$ cat src/gzhp_pkg.sv
// Shared types and constants for the gzip header parser.
// Depends on nothing; every other file imports it.
`default_nettype none

package gzhp_pkg;

  localparam logic [7:0] Id1       = 8'h1f;
  localparam logic [7:0] Id2       = 8'h8b;
  localparam logic [7:0] CmDeflate = 8'h08;

  localparam logic [7:0] FlgHcrc    = 8'h02;
  localparam logic [7:0] FlgExtra   = 8'h04;
  localparam logic [7:0] FlgName    = 8'h08;
  localparam logic [7:0] FlgComment = 8'h10;

  localparam int FixedSize   = 10;
  localparam int TrailerSize = 8;
  localparam int MinStream   = FixedSize + TrailerSize;
  localparam int QueueDepth  = 2;

  typedef enum logic [3:0] {
    PH_WAIT    = 4'd0,
    PH_FIXED   = 4'd1,
    PH_XLEN_LO = 4'd2,
    PH_XLEN_HI = 4'd3,
    PH_EXTRA   = 4'd4,
    PH_NAME    = 4'd5,
    PH_COMMENT = 4'd6,
    PH_CRC_LO  = 4'd7,
    PH_CRC_HI  = 4'd8,
    PH_PAYLOAD = 4'd9,
    PH_ERROR   = 4'd10
  } phase_t;

  typedef enum logic [2:0] {
    K_HEADER    = 3'd0,
    K_LAST      = 3'd1,
    K_PAYLOAD   = 3'd2,
    K_MALFORMED = 3'd3,
    K_DROPPED   = 3'd4
  } kind_t;

  typedef struct packed {
    logic [7:0]  data_byte;
    logic        first_byte;
    logic [31:0] stream_length;
  } in_item_t;

  typedef struct packed {
    kind_t       kind;
    logic [7:0]  payload_byte;
    logic [31:0] header_length;
    logic [7:0]  header_flags;
  } out_item_t;

  typedef struct packed {
    logic [7:0]  data_byte;
    logic        first_byte;
    logic [31:0] stream_length;
    logic        is_id1;
    logic        is_id2;
    logic        is_deflate;
    logic        is_zero;
  } class_t;

  typedef struct packed {
    logic full;
    logic empty;
  } q_status_t;

endpackage

`default_nettype wire

$ cat src/gzip_header_parser.sv
// Top level of the gzip member header parser: front tagger, queue, and
// header phase machine with its result queue. Depends on gzhp_pkg,
// gzhp_front and gzhp_back.
//
//   channel  | ports                      | moves
//   ---------+----------------------------+--------------------------------
//   input    | push, full, item           | one stream byte with length
//   result   | empty, pop, result         | one classified byte per item
//
// One item per cycle sustained while neither queue stalls; the header phase update is combinational.
// A result shows on the result ports after its item has passed the front queue and then the result queue.
// Two-entry queues between the front, the phase machine and the result side
// let either side stall without stopping the other.
// Reset (rst, synchronous) empties both queues and puts the parser in wait.
`default_nettype none

module gzip_header_parser
  import gzhp_pkg::*;
#(
  parameter int LENGTH_BITS = 32
) (
  input  wire logic     clk,
  input  wire logic     rst,
  input  wire logic     push,
  output logic          full,
  input  wire in_item_t item,
  output logic          empty,
  input  wire logic     pop,
  output out_item_t     result
);

  q_status_t front_status;
  q_status_t back_status;
  class_t    cls;
  logic      cls_pop;

  gzhp_front u_front (
    .clk     (clk),
    .rst     (rst),
    .push    (push),
    .item    (item),
    .status  (front_status),
    .cls_pop (cls_pop),
    .cls     (cls)
  );

  gzhp_back #(
    .LENGTH_BITS (LENGTH_BITS)
  ) u_back (
    .clk       (clk),
    .rst       (rst),
    .cls       (cls),
    .cls_empty (front_status.empty),
    .cls_pop   (cls_pop),
    .pop       (pop),
    .result    (result),
    .status    (back_status)
  );

  assign full  = front_status.full;
  assign empty = back_status.empty;

  a_reset_clears: assert property (@(posedge clk) rst |=> empty && !full)
    else $error("queues not cleared by reset");

  a_hlen_only_last: assert property (@(posedge clk) disable iff (rst)
    !empty && result.kind != K_LAST |-> result.header_length == 32'h0)
    else $error("header length outside last header byte");

  a_pay_only_payload: assert property (@(posedge clk) disable iff (rst)
    !empty && result.kind != K_PAYLOAD |-> result.payload_byte == 8'h00)
    else $error("payload byte outside payload result");

endmodule

`default_nettype wire

$ cat src/gzhp_fifo.sv
// Small register queue with push/pop and full/empty status.
// Depends on gzhp_pkg for the status struct.
`default_nettype none

module gzhp_fifo
  import gzhp_pkg::*;
#(
  parameter int WIDTH = 8,
  parameter int DEPTH = 2
) (
  input  wire logic             clk,
  input  wire logic             rst,
  input  wire logic             wr_en,
  input  wire logic [WIDTH-1:0] wr_data,
  input  wire logic             rd_en,
  output logic      [WIDTH-1:0] rd_data,
  output q_status_t             status
);

  localparam int AW = (DEPTH > 1) ? $clog2(DEPTH) : 1;
  localparam int CW = $clog2(DEPTH + 1);

  logic [WIDTH-1:0] mem [DEPTH];
  logic [AW-1:0]    wr_ptr;
  logic [AW-1:0]    rd_ptr;
  logic [CW-1:0]    count;
  logic             do_wr;
  logic             do_rd;

  assign status.full  = (count == CW'(DEPTH));
  assign status.empty = (count == '0);
  assign do_wr = wr_en && !status.full;
  assign do_rd = rd_en && !status.empty;
  assign rd_data = mem[rd_ptr];

  always_ff @(posedge clk) begin
    if (rst) begin
      wr_ptr <= '0;
      rd_ptr <= '0;
      count  <= '0;
    end else begin
      if (do_wr) begin
        wr_ptr <= (wr_ptr == AW'(DEPTH - 1)) ? '0 : wr_ptr + AW'(1);
      end
      if (do_rd) begin
        rd_ptr <= (rd_ptr == AW'(DEPTH - 1)) ? '0 : rd_ptr + AW'(1);
      end
      case ({do_wr, do_rd})
        2'b10:   count <= count + CW'(1);
        2'b01:   count <= count - CW'(1);
        default: count <= count;
      endcase
    end
  end

  always_ff @(posedge clk) begin
    if (do_wr) begin
      mem[wr_ptr] <= wr_data;
    end
  end

endmodule

`default_nettype wire

$ cat src/gzhp_front.sv
// Front end: accepts input items, tags magic, method and zero bytes,
// and queues them for the parser. Depends on gzhp_pkg and gzhp_fifo.
`default_nettype none

module gzhp_front
  import gzhp_pkg::*;
(
  input  wire logic      clk,
  input  wire logic      rst,
  input  wire logic      push,
  input  wire in_item_t  item,
  output q_status_t      status,
  input  wire logic      cls_pop,
  output class_t         cls
);

  class_t                  tagged_item;
  logic [$bits(class_t)-1:0] q_rd;

  always_comb begin
    tagged_item.data_byte     = item.data_byte;
    tagged_item.first_byte    = item.first_byte;
    tagged_item.stream_length = item.stream_length;
    tagged_item.is_id1        = (item.data_byte == Id1);
    tagged_item.is_id2        = (item.data_byte == Id2);
    tagged_item.is_deflate    = (item.data_byte == CmDeflate);
    tagged_item.is_zero       = (item.data_byte == 8'h00);
  end

  gzhp_fifo #(
    .WIDTH ($bits(class_t)),
    .DEPTH (QueueDepth)
  ) u_queue (
    .clk     (clk),
    .rst     (rst),
    .wr_en   (push),
    .wr_data (tagged_item),
    .rd_en   (cls_pop),
    .rd_data (q_rd),
    .status  (status)
  );

  assign cls = class_t'(q_rd);

endmodule

`default_nettype wire

$ cat src/gzhp_back.sv
// Back end: header phase machine, one tagged item per cycle while the result queue has room, results
// queued for the output side. Depends on gzhp_pkg and gzhp_fifo.
`default_nettype none

module gzhp_back
  import gzhp_pkg::*;
#(
  parameter int LENGTH_BITS = 32
) (
  input  wire logic   clk,
  input  wire logic   rst,
  input  wire class_t cls,
  input  wire logic   cls_empty,
  output logic        cls_pop,
  input  wire logic   pop,
  output out_item_t   result,
  output q_status_t   status
);

  localparam int LB = LENGTH_BITS;
  localparam int EW = (LB > 32) ? LB : 32;

  phase_t        phase, phase_next, cur_phase, ph_hdr;
  logic [LB-1:0] pos, pos_next, cur_pos, pos_inc;
  logic [LB-1:0] total, total_next, cur_total, len_lb;
  logic [7:0]    flags, flags_next, cur_flags, flags_hdr;
  logic [7:0]    xlo, xlo_next, cur_xlo, xlo_hdr;
  logic [15:0]   skip, skip_next, cur_skip, skip_hdr, skip_dec;
  logic [EW-1:0] len_ext, hlen_ext;
  logic          short_len, first_short, active, hdr_ok, take;
  out_item_t     res;
  logic [$bits(out_item_t)-1:0] q_rd;

  function automatic phase_t next_field(phase_t done, logic [7:0] f);
    phase_t r;
    if (done < PH_XLEN_LO && (f & FlgExtra) != 8'h00) begin
      r = PH_XLEN_LO;
    end else if (done < PH_NAME && (f & FlgName) != 8'h00) begin
      r = PH_NAME;
    end else if (done < PH_COMMENT && (f & FlgComment) != 8'h00) begin
      r = PH_COMMENT;
    end else if (done < PH_CRC_LO && (f & FlgHcrc) != 8'h00) begin
      r = PH_CRC_LO;
    end else begin
      r = PH_PAYLOAD;
    end
    return r;
  endfunction

  assign take    = !cls_empty && !status.full;
  assign cls_pop = take;

  assign len_ext     = EW'(cls.stream_length);
  assign len_lb      = len_ext[LB-1:0];
  assign short_len   = (len_lb < LB'(MinStream));
  assign first_short = cls.first_byte && short_len;

  always_comb begin
    if (cls.first_byte) begin
      cur_phase = PH_FIXED;
      cur_pos   = '0;
      cur_total = len_lb;
      cur_flags = 8'h00;
      cur_xlo   = 8'h00;
      cur_skip  = 16'h0000;
    end else begin
      cur_phase = phase;
      cur_pos   = pos;
      cur_total = total;
      cur_flags = flags;
      cur_xlo   = xlo;
      cur_skip  = skip;
    end
  end

  assign pos_inc  = cur_pos + LB'(1);
  assign skip_dec = cur_skip - 16'd1;
  assign active   = !first_short && cur_phase != PH_WAIT && cur_phase != PH_ERROR &&
                    (cur_pos < cur_total);
  assign hlen_ext = EW'(pos_inc);

  always_comb begin
    hdr_ok    = 1'b1;
    ph_hdr    = cur_phase;
    flags_hdr = cur_flags;
    xlo_hdr   = cur_xlo;
    skip_hdr  = cur_skip;
    unique case (cur_phase)
      PH_FIXED: begin
        if ((cur_pos == LB'(0) && !cls.is_id1) ||
            (cur_pos == LB'(1) && !cls.is_id2) ||
            (cur_pos == LB'(2) && !cls.is_deflate)) begin
          hdr_ok = 1'b0;
        end else begin
          if (cur_pos == LB'(3)) begin
            flags_hdr = cls.data_byte;
          end
          if (cur_pos >= LB'(FixedSize - 1)) begin
            ph_hdr = next_field(PH_FIXED, flags_hdr);
          end
        end
      end
      PH_XLEN_LO: begin
        xlo_hdr = cls.data_byte;
        ph_hdr  = PH_XLEN_HI;
      end
      PH_XLEN_HI: begin
        skip_hdr = {cls.data_byte, cur_xlo};
        ph_hdr   = (skip_hdr != 16'h0000) ? PH_EXTRA : next_field(PH_EXTRA, cur_flags);
      end
      PH_EXTRA: begin
        skip_hdr = skip_dec;
        if (skip_dec == 16'h0000) begin
          ph_hdr = next_field(PH_EXTRA, cur_flags);
        end
      end
      PH_NAME, PH_COMMENT: begin
        if (cls.is_zero) begin
          ph_hdr = next_field(cur_phase, cur_flags);
        end
      end
      PH_CRC_LO: ph_hdr = PH_CRC_HI;
      default:   ph_hdr = PH_PAYLOAD;
    endcase
  end

  always_comb begin
    phase_next = cur_phase;
    pos_next   = cur_pos;
    total_next = cur_total;
    flags_next = cur_flags;
    xlo_next   = cur_xlo;
    skip_next  = cur_skip;
    if (first_short) begin
      phase_next = PH_ERROR;
      pos_next   = LB'(1);
    end else if (active) begin
      pos_next = pos_inc;
      if (cur_phase != PH_PAYLOAD) begin
        flags_next = flags_hdr;
        xlo_next   = xlo_hdr;
        skip_next  = skip_hdr;
        if (hdr_ok && ph_hdr == PH_PAYLOAD) begin
          phase_next = PH_PAYLOAD;
        end else if (!hdr_ok || pos_inc >= cur_total) begin
          phase_next = PH_ERROR;
        end else begin
          phase_next = ph_hdr;
        end
      end
    end
  end

  always_comb begin
    res.kind          = K_DROPPED;
    res.payload_byte  = 8'h00;
    res.header_length = 32'h0;
    res.header_flags  = flags_next;
    if (first_short) begin
      res.kind = K_MALFORMED;
    end else if (active) begin
      if (cur_phase == PH_PAYLOAD) begin
        res.kind         = K_PAYLOAD;
        res.payload_byte = cls.data_byte;
      end else if (hdr_ok && ph_hdr == PH_PAYLOAD) begin
        res.kind          = K_LAST;
        res.header_length = hlen_ext[31:0];
      end else if (!hdr_ok || pos_inc >= cur_total) begin
        res.kind = K_MALFORMED;
      end else begin
        res.kind = K_HEADER;
      end
    end
  end

  always_ff @(posedge clk) begin
    if (rst) begin
      phase <= PH_WAIT;
      pos   <= '0;
      total <= '0;
      flags <= 8'h00;
      xlo   <= 8'h00;
      skip  <= 16'h0000;
    end else if (take) begin
      phase <= phase_next;
      pos   <= pos_next;
      total <= total_next;
      flags <= flags_next;
      xlo   <= xlo_next;
      skip  <= skip_next;
    end
  end

  gzhp_fifo #(
    .WIDTH ($bits(out_item_t)),
    .DEPTH (QueueDepth)
  ) u_out_queue (
    .clk     (clk),
    .rst     (rst),
    .wr_en   (take),
    .wr_data (res),
    .rd_en   (pop),
    .rd_data (q_rd),
    .status  (status)
  );

  assign result = out_item_t'(q_rd);

endmodule

`default_nettype wire
$ cat config.mk
export PLATFORM = sky130hd
export DESIGN_NAME = gzip_header_parser
export DESIGN_NICKNAME = d
export VERILOG_FILES = /design/src/gzhp_pkg.sv /design/src/gzip_header_parser.sv /design/src/gzhp_fifo.sv /design/src/gzhp_front.sv /design/src/gzhp_back.sv
export SDC_FILE = /design/constraint.sdc
export NUM_CORES = 1
export LEC_CHECK = 0
export BUFFER_PORTS_ARGS = -buffer_cell sky130_fd_sc_hd__buf_2
export CAP_MARGIN = 40
export CORE_MARGIN = 4
export CORE_UTILIZATION = 25
export CTS_CLUSTER_SIZE = 14
export DETAILED_ROUTE_END_ITERATION = 8
export GPL_TIMING_DRIVEN = 0
export SYNTH_ARGS = -nofsm -noshare
export SYNTH_HDL_FRONTEND = slang
export SYNTH_SLANG_ARGS = --single-unit
$ cat constraint.sdc
create_clock -name clk -period 8.5 [get_ports clk]
set_input_delay 1.275 -clock clk [delete_from_list [all_inputs] [get_ports clk]]
set_output_delay 1.275 -clock clk [all_outputs]
set_load 0.005 [all_outputs]
[Yosys cells after proc, flatten, opt, wreduce, memory -nomap -nowiden]
Memories as Yosys holds them, arrays and structs flattened. A register that Yosys moved wholly into a read port is not among the register bits.
Index checks and enable logic that the tools add are counted.
Word-level totals
  register bits: 108
  latch bits: 0
  memory bits (writable): 192
  memory bits (read-only): 0
  input bits: 45
  output and inout port bits: 53
  word-level logic and storage cells: 165
  memories kept: 2
Memories
  u_back.u_out_queue.mem: words 2, width 51, rd ports 1, clocked after Yosys merged registers in 1, wr ports 1, RTL line gzhp_fifo.sv:23  | logic [WIDTH-1:0] mem [DEPTH];
  u_front.u_queue.mem: words 2, width 45, rd ports 1, clocked after Yosys merged registers in 1, wr ports 1, RTL line gzhp_fifo.sv:23
Operators by class
  add/subtract/negate cells: 10
  $mul: 0
  div/mod/pow operators: 0
  $lt $le $gt $ge: 8
  equal/unequal tests: 23
  shift operators: 0
  muxes and demuxes: 71
  bitwise gates (word level): 0
  reduce and logical (&&, ||, !) cells: 39
Operator list (count)
  two-way mux 32 bit: 6
  two-way mux 8 bit: 15
  two-way mux 4 bit: 22
  equality test 32 x 2 -> 1 bit, second input constant: 2
  two-way mux 16 bit: 4
  two-way mux 43 bit: 1
  two-way mux 40 bit: 1
  adder 32 x 1 -> 32 bit, second input constant: 1
  equality test 32 x 1 -> 1 bit, second input constant: 1
  greater-or-equal comparator 32 bit: 1
  greater-or-equal comparator 32 x 4 -> 1 bit, second input constant: 1
  logical NOT 32 bit: 1
  < comparator 32 bit: 1
  < comparator 32 x 5 -> 1 bit, second input constant: 1
  case mux 16 bit (2 select lines): 1
  case mux 4 bit (6 select lines): 1
  logical AND 1 bit: 17
  equality test 4 x 3 -> 1 bit, second input constant: 4
  logical NOT 16 bit: 1
  nonzero test 16 bit: 1
  subtractor 16 x 1 -> 16 bit, second input constant: 1
  two-way mux 1 bit: 14
  < comparator 4 x 3 -> 1 bit, second input constant: 3
  logical NOT 1 bit: 9
  other kinds (22): 41

[Logic depth before layout (Yosys ltp)]
  depth after elaboration: 20
  gate-level depth with buffers: 25
  mapped depth without buffers: 19

[By module]
Synthesis repeated with hierarchy kept, for this count alone.
Unflattened totals
  cell total of the unflattened synthesis: 1468
  area total of the unflattened synthesis: 15912.8 um^2
By module, submodules not included
  gzhp_back: instances 1, cells an instance 1108, area an instance 8500.7 um^2, seq. area each 2001.9 um^2
  gzhp_fifo at u_back.u_out_queue: instances 1, cells an instance 185, area an instance 3890.0 um^2, seq. area each 3163.0 um^2
  gzhp_fifo at u_front.u_queue: instances 1, cells an instance 166, area an instance 3458.3 um^2, seq. area each 2802.7 um^2
  gzhp_front: instances 1, cells an instance 9, area an instance 63.8 um^2, seq. area each 0.0 um^2

[Least setup slack after synthesis]
No wires, ideal clock.
  path type: flip-flop to flip-flop
  start point: reg (tool-made name)
  end point: reg u_back.phase[0]
  setup time: 0.058 ns
  arrival time: 5.482 ns
  data required time: 8.442 ns
  path slack: 2.959 ns
  cell stages (with the launch flop): 25
  path buffers: 6
  clock period less this slack: 5.541 ns
  path through: dfxtp_1 > buf_6 > mux2i_1 > buf_2 > buf_2 > buf_2 > clkbuf_1 > clkbuf_1 > nand2_1 > inv_1 > ha_1 > nand3_1 > or3_1 > nor4_2 > nand4_1 > xnor2_1 > nand2_1 > inv_1 > ha_1 > a21o_1 > a221oi_1 > o221a_2 > o21ai_0 > a32oi_1 > o221a_2
RTL lines
  to (signal assigned): RTL line gzhp_back.sv:185  | phase <= phase_next;
  to (decl): RTL line gzhp_back.sv:23  | phase_t phase, phase_next, cur_phase, ph_hdr;

==> results.env <==
RUN_STATUS='completed'
DIE_H_UM=259
VIAS_PER_CELL=4.99
WORST_SLACK_NS=0.421
RESIDUAL_OVERFLOW_FROM_GLOBAL_ROUTING=0
CTSHTREEMAXLEVEL=2
FINAL-HOLD-VIOLATION-COUNT=0
CLKTRANSATPATHREGS_NS=0.07
NETLIST_INSTANCES=1518
FILL_CELLS=6436
MAXSLEWHEADROOM_PCT=39.7
WORSTSETUPPATHDEPTH=21
DESIGN.DIE.AREA_SQ_UM=67100
CTS.SINKS=302
FIRST_PASS_GRT_WIRE_LENGTH_MM=76.6
REMAINING_DRC_ERRORS=0
ROUTABILITYCONGESTION=0.937
DRIVE_ABOVE_1_SHARE_PCT=15.8
CRIT_REQUIRED_NS=8.98
FINAL-SETUP-VIOL-COUNT=0
BOUNDARYPINS=98
MAX_FREQ_MHz=124
HOLD_WS_NS=0.484
DP_HPWL_MM=39.0
MAX-CLOCK-PATH-BUFFERS=3
SYNTH-EDFF-COUNT=192
CLK-INSERTION-DELAY-LATE_NS=0.55
SHARE_OF_SYNTHESIZED_FLIP_FLOPS_WITH_AN_ASYNCHRONOUS_SET_OR_RESET_PCT=0
NETLIST_TOP_CELLS_COUNT='sky130_fd_sc_hd__edfxtp_1, sky130_fd_sc_hd__nor2_1, sky130_fd_sc_hd__nand2_1'
POST-SYNTH-TOP-COUNT-CELL='sky130_fd_sc_hd__edfxtp_1'
PATH_CELLS='buf_6 > mux2i_1 > buf_4 > buf_2 > buf_2 > buf_2 > buf_1 > clkbuf_1 > a21oi_1 > ha_1 > a221oi_1 > o21ai_0 > a311oi_1 > o21ai_0 > a311oi_1 > buf_2 > and3_1 > clkbuf_1 > clkbuf_1 > a21oi_1 > a31oi_1'
ANTENNA_VIOLATING_NETS_POST_ROUTE=0
CRITICAL-PATH-SLOWEST-CELL='sky130_fd_sc_hd__buf_2'
FIRST_PASS_ITERS=6
FINALPOWER_mW=5.48
MIN_PATH_CELLS=2
GLOBALROUTETOTALUTIL_PCT=14.7
WORSTSETUPENDPOINTTYPE='flip-flop'
CP_CLASS='flip-flop to flip-flop'
WORSTSETUPSTARTPOINTTYPE='flip-flop'
TRITONCTS.NUM_BUFFERS=35
START_UTIL_PCT=25.4
BUFFER_PORTS.INSERTED=97
MEASURED_SLEW_AT_THE_WORST_SLEW_CHECK_PIN_NS=0.901
CRITICAL-PATH-MAX-STAGE-DELAY_NS=0.65
WL_PER_CELL_UM=20.0
GRT_SETUP_UNREPAIRED='no'
MAX_CAP_VIOL_COUNT=0
ARRIVAL_NS=8.56
POWER.IR.VDD_WORST_mV=0.162
POSTROUTEWIRELENGTH_MM=50.4
AREA_INSIDE_THE_CORE_BOUNDARY_SQ_UM=62100
FIRST_GLOBAL_VIAS=12500
TIMING.CRITICAL_PATH.MODE_CELL='sky130_fd_sc_hd__buf_2'
ROUTE.VIAS.TOTAL=12600
POSTSYNTHREGISTERBITS=302
SYNTH_TOP_AREA_CELL='sky130_fd_sc_hd__edfxtp_1'
POWER.DENSITY_nW_PER_UM2=295
GRT_ANTENNA_BEFORE_REPAIR=1
POST-SYNTH-TOP-AREA-FRACTION_PCT=36.6
SEQUENTIAL_TO_TOTAL_AREA_SHARE_FROM_YOSYS_STAT_PCT=50.6
DRTITER0DRC=1226
CTS_ROOT_BUF='sky130_fd_sc_hd__clkbuf_16'
MIN_PERIOD_NS=8.08
FINAL-MAX-SLEW-VIOLATION-COUNT=0
R2R.WORST_PATH.CELLS=21
SYNTH_FP_NETS=1635
MIN-DELAY-PATH-CLASS='flip-flop to flip-flop'
DPL_WORST_SLACK_NS=-0.0621
YS_WARN_COUNT=0
SYN_TO_FINAL_GROWTH_PCT=17.8
SYNTH_AREA_PER_INST_SQ_UM=10.4
POWER.STATIC_LEAKAGE_nW=6.89
CLOCK-SKEW-FINAL_NS=0.0299
TRITONCTS_CLOCK_TREE='yes'
SYNTHDISTINCTLIBCELLS=74
FIN_SETUP_TNS_NS=0
CHIPWIDTH_UM=259
GRT_MAX_DEGREE=35
TIMING.CRITICAL_PATH.BUF_INV=10
ROWS=91
SYNTH_FF_TYPE='sky130_fd_sc_hd__edfxtp_1'
FINALNETCOUNT=1779
SYNTHESIS.AREA_SQ_UM=15800
FINAL_MIN_PERIOD_OVER_CLOCK_PERIOD_PCT=95.0
FAMILY_OF_CELLS_WITH_THE_GREATEST_SUMMED_DELAY_ON_THE_CRITICAL_PATH='buffers and inverters'
CRIT_FANOUT=28
YS_TOP_CELLS_BY_AREA='sky130_fd_sc_hd__edfxtp_1, sky130_fd_sc_hd__dfxtp_1, sky130_fd_sc_hd__ha_1'
[placed cells by master (no fill, tap or decap), drive strengths merged, types with 53 or more instances in the layout]
cell type,n
mux2i,53
nor2,178
o21ai,56
mux2,57
ha,72
clkbuf,98
buf,136
dfxtp,110
nand2,133
edfxtp,192
a21oi,104
[power breakdown]
part | leakage [nW] | internal [mW] | switching (mW)
clock network | 0.531 | 0.844 | 0.604
registers | 2.70 | 1.90 | 0.110
logic | 3.66 | 0.679 | 1.34
[metal layers]
metal,vias to the layer above,track usage [%],wire [um]
li1,5944,-,-
met2,472,24.0,23000
met5,-,0,0
met3,81,2.57,3190
met4,0,3.15,1000
met1,6111,20.5,23200
[cell type report]
type / count / area (sq um) / share of cell area, %
inverter: 46 / 173 / 0.930
tap: 837 / 1050 / 5.64
timing repair buffer: 109 / 662 / 3.57
buffer: 81 / 344 / 1.85
clock buffer: 46 / 938 / 5.05
multi-input combinational: 1087 / 7280 / 39.2
antenna: 1 / 2.50 / 0.0135
clock inverter: 16 / 149 / 0.802
sequential: 302 / 7970 / 42.9
[stage by stage]
| step | util (%) | cell area [sq um] | std cells |
|---|---|---|---|
| floorplan | - | 15800 | 1518 |
| global placement | 27.9 | 17300 | 2452 |
| detailed placement | 28.2 | 17500 | 2464 |
| CTS | 29.9 | 18600 | 2525 |
| global route | 29.9 | 18600 | 2524 |
| finish | 29.9 | 18600 | 2525 |
[sequential cells by signal (all words and copies together) (netlist names), named ones only]
name	count
u_back.total	32
u_back.flags	8
u_back.u_out_queue.count	2
u_front.u_queue.rd_ptr	1
u_front.u_queue.mem	90
u_back.u_out_queue.wr_ptr	1
u_back.u_out_queue.mem	102
u_back.u_out_queue.rd_ptr	1
u_back.xlo	8
u_front.u_queue.wr_ptr	1
u_back.skip	16
u_front.u_queue.count	2
u_back.phase	4
u_back.pos	32
[worst reg2reg max path: cells and delay by family (launching register included)]
| family | cells | cell delay [ns] |
|---|---|---|
| buffers and inverters | 10 | 4.55 |
| DFF | 1 | 0.39 |
| AOI/OAI and AO/OA | 8 | 1.97 |
| adders and majority gates | 1 | 0.37 |
| muxes | 1 | 0.57 |
| and+or+nand+nor | 1 | 0.20 |
[logic make-up (layout without fill, tap and decap cells)]
family          after synthesis  in the layout  synth area share, %
compound gates              325            325                 13.8
fa+ha+maj                    72             72                 5.72
buf+inv                     129            298                 3.33
mux                         110            110                 7.46
xor+xnor                     47             47                 2.61
simple gates                533            533                 16.6
flops                       302            302                 50.6
other cells                   0              1                    0
[path summary, 6_finish.rpt]
kind / startpoint / endpoint / slack, ns
max: flip-flop / u_back.pos[21] / 0.42
min: u_back.total[8] / u_back.total[8] / 0.48
max reg2reg: flip-flop / u_back.pos[21] / 0.42
min reg2reg: u_back.total[8] / u_back.total[8] / 0.48
[timing repair]
action                     4_1_cts  5_1_grt
hold buffers                     0        0
cloned                           0        0
setup endpoints to repair        2        4
gates resized for setup          0        0
setup buffers                    0        0
No activity file was read; power rests on OpenSTA's default activity.
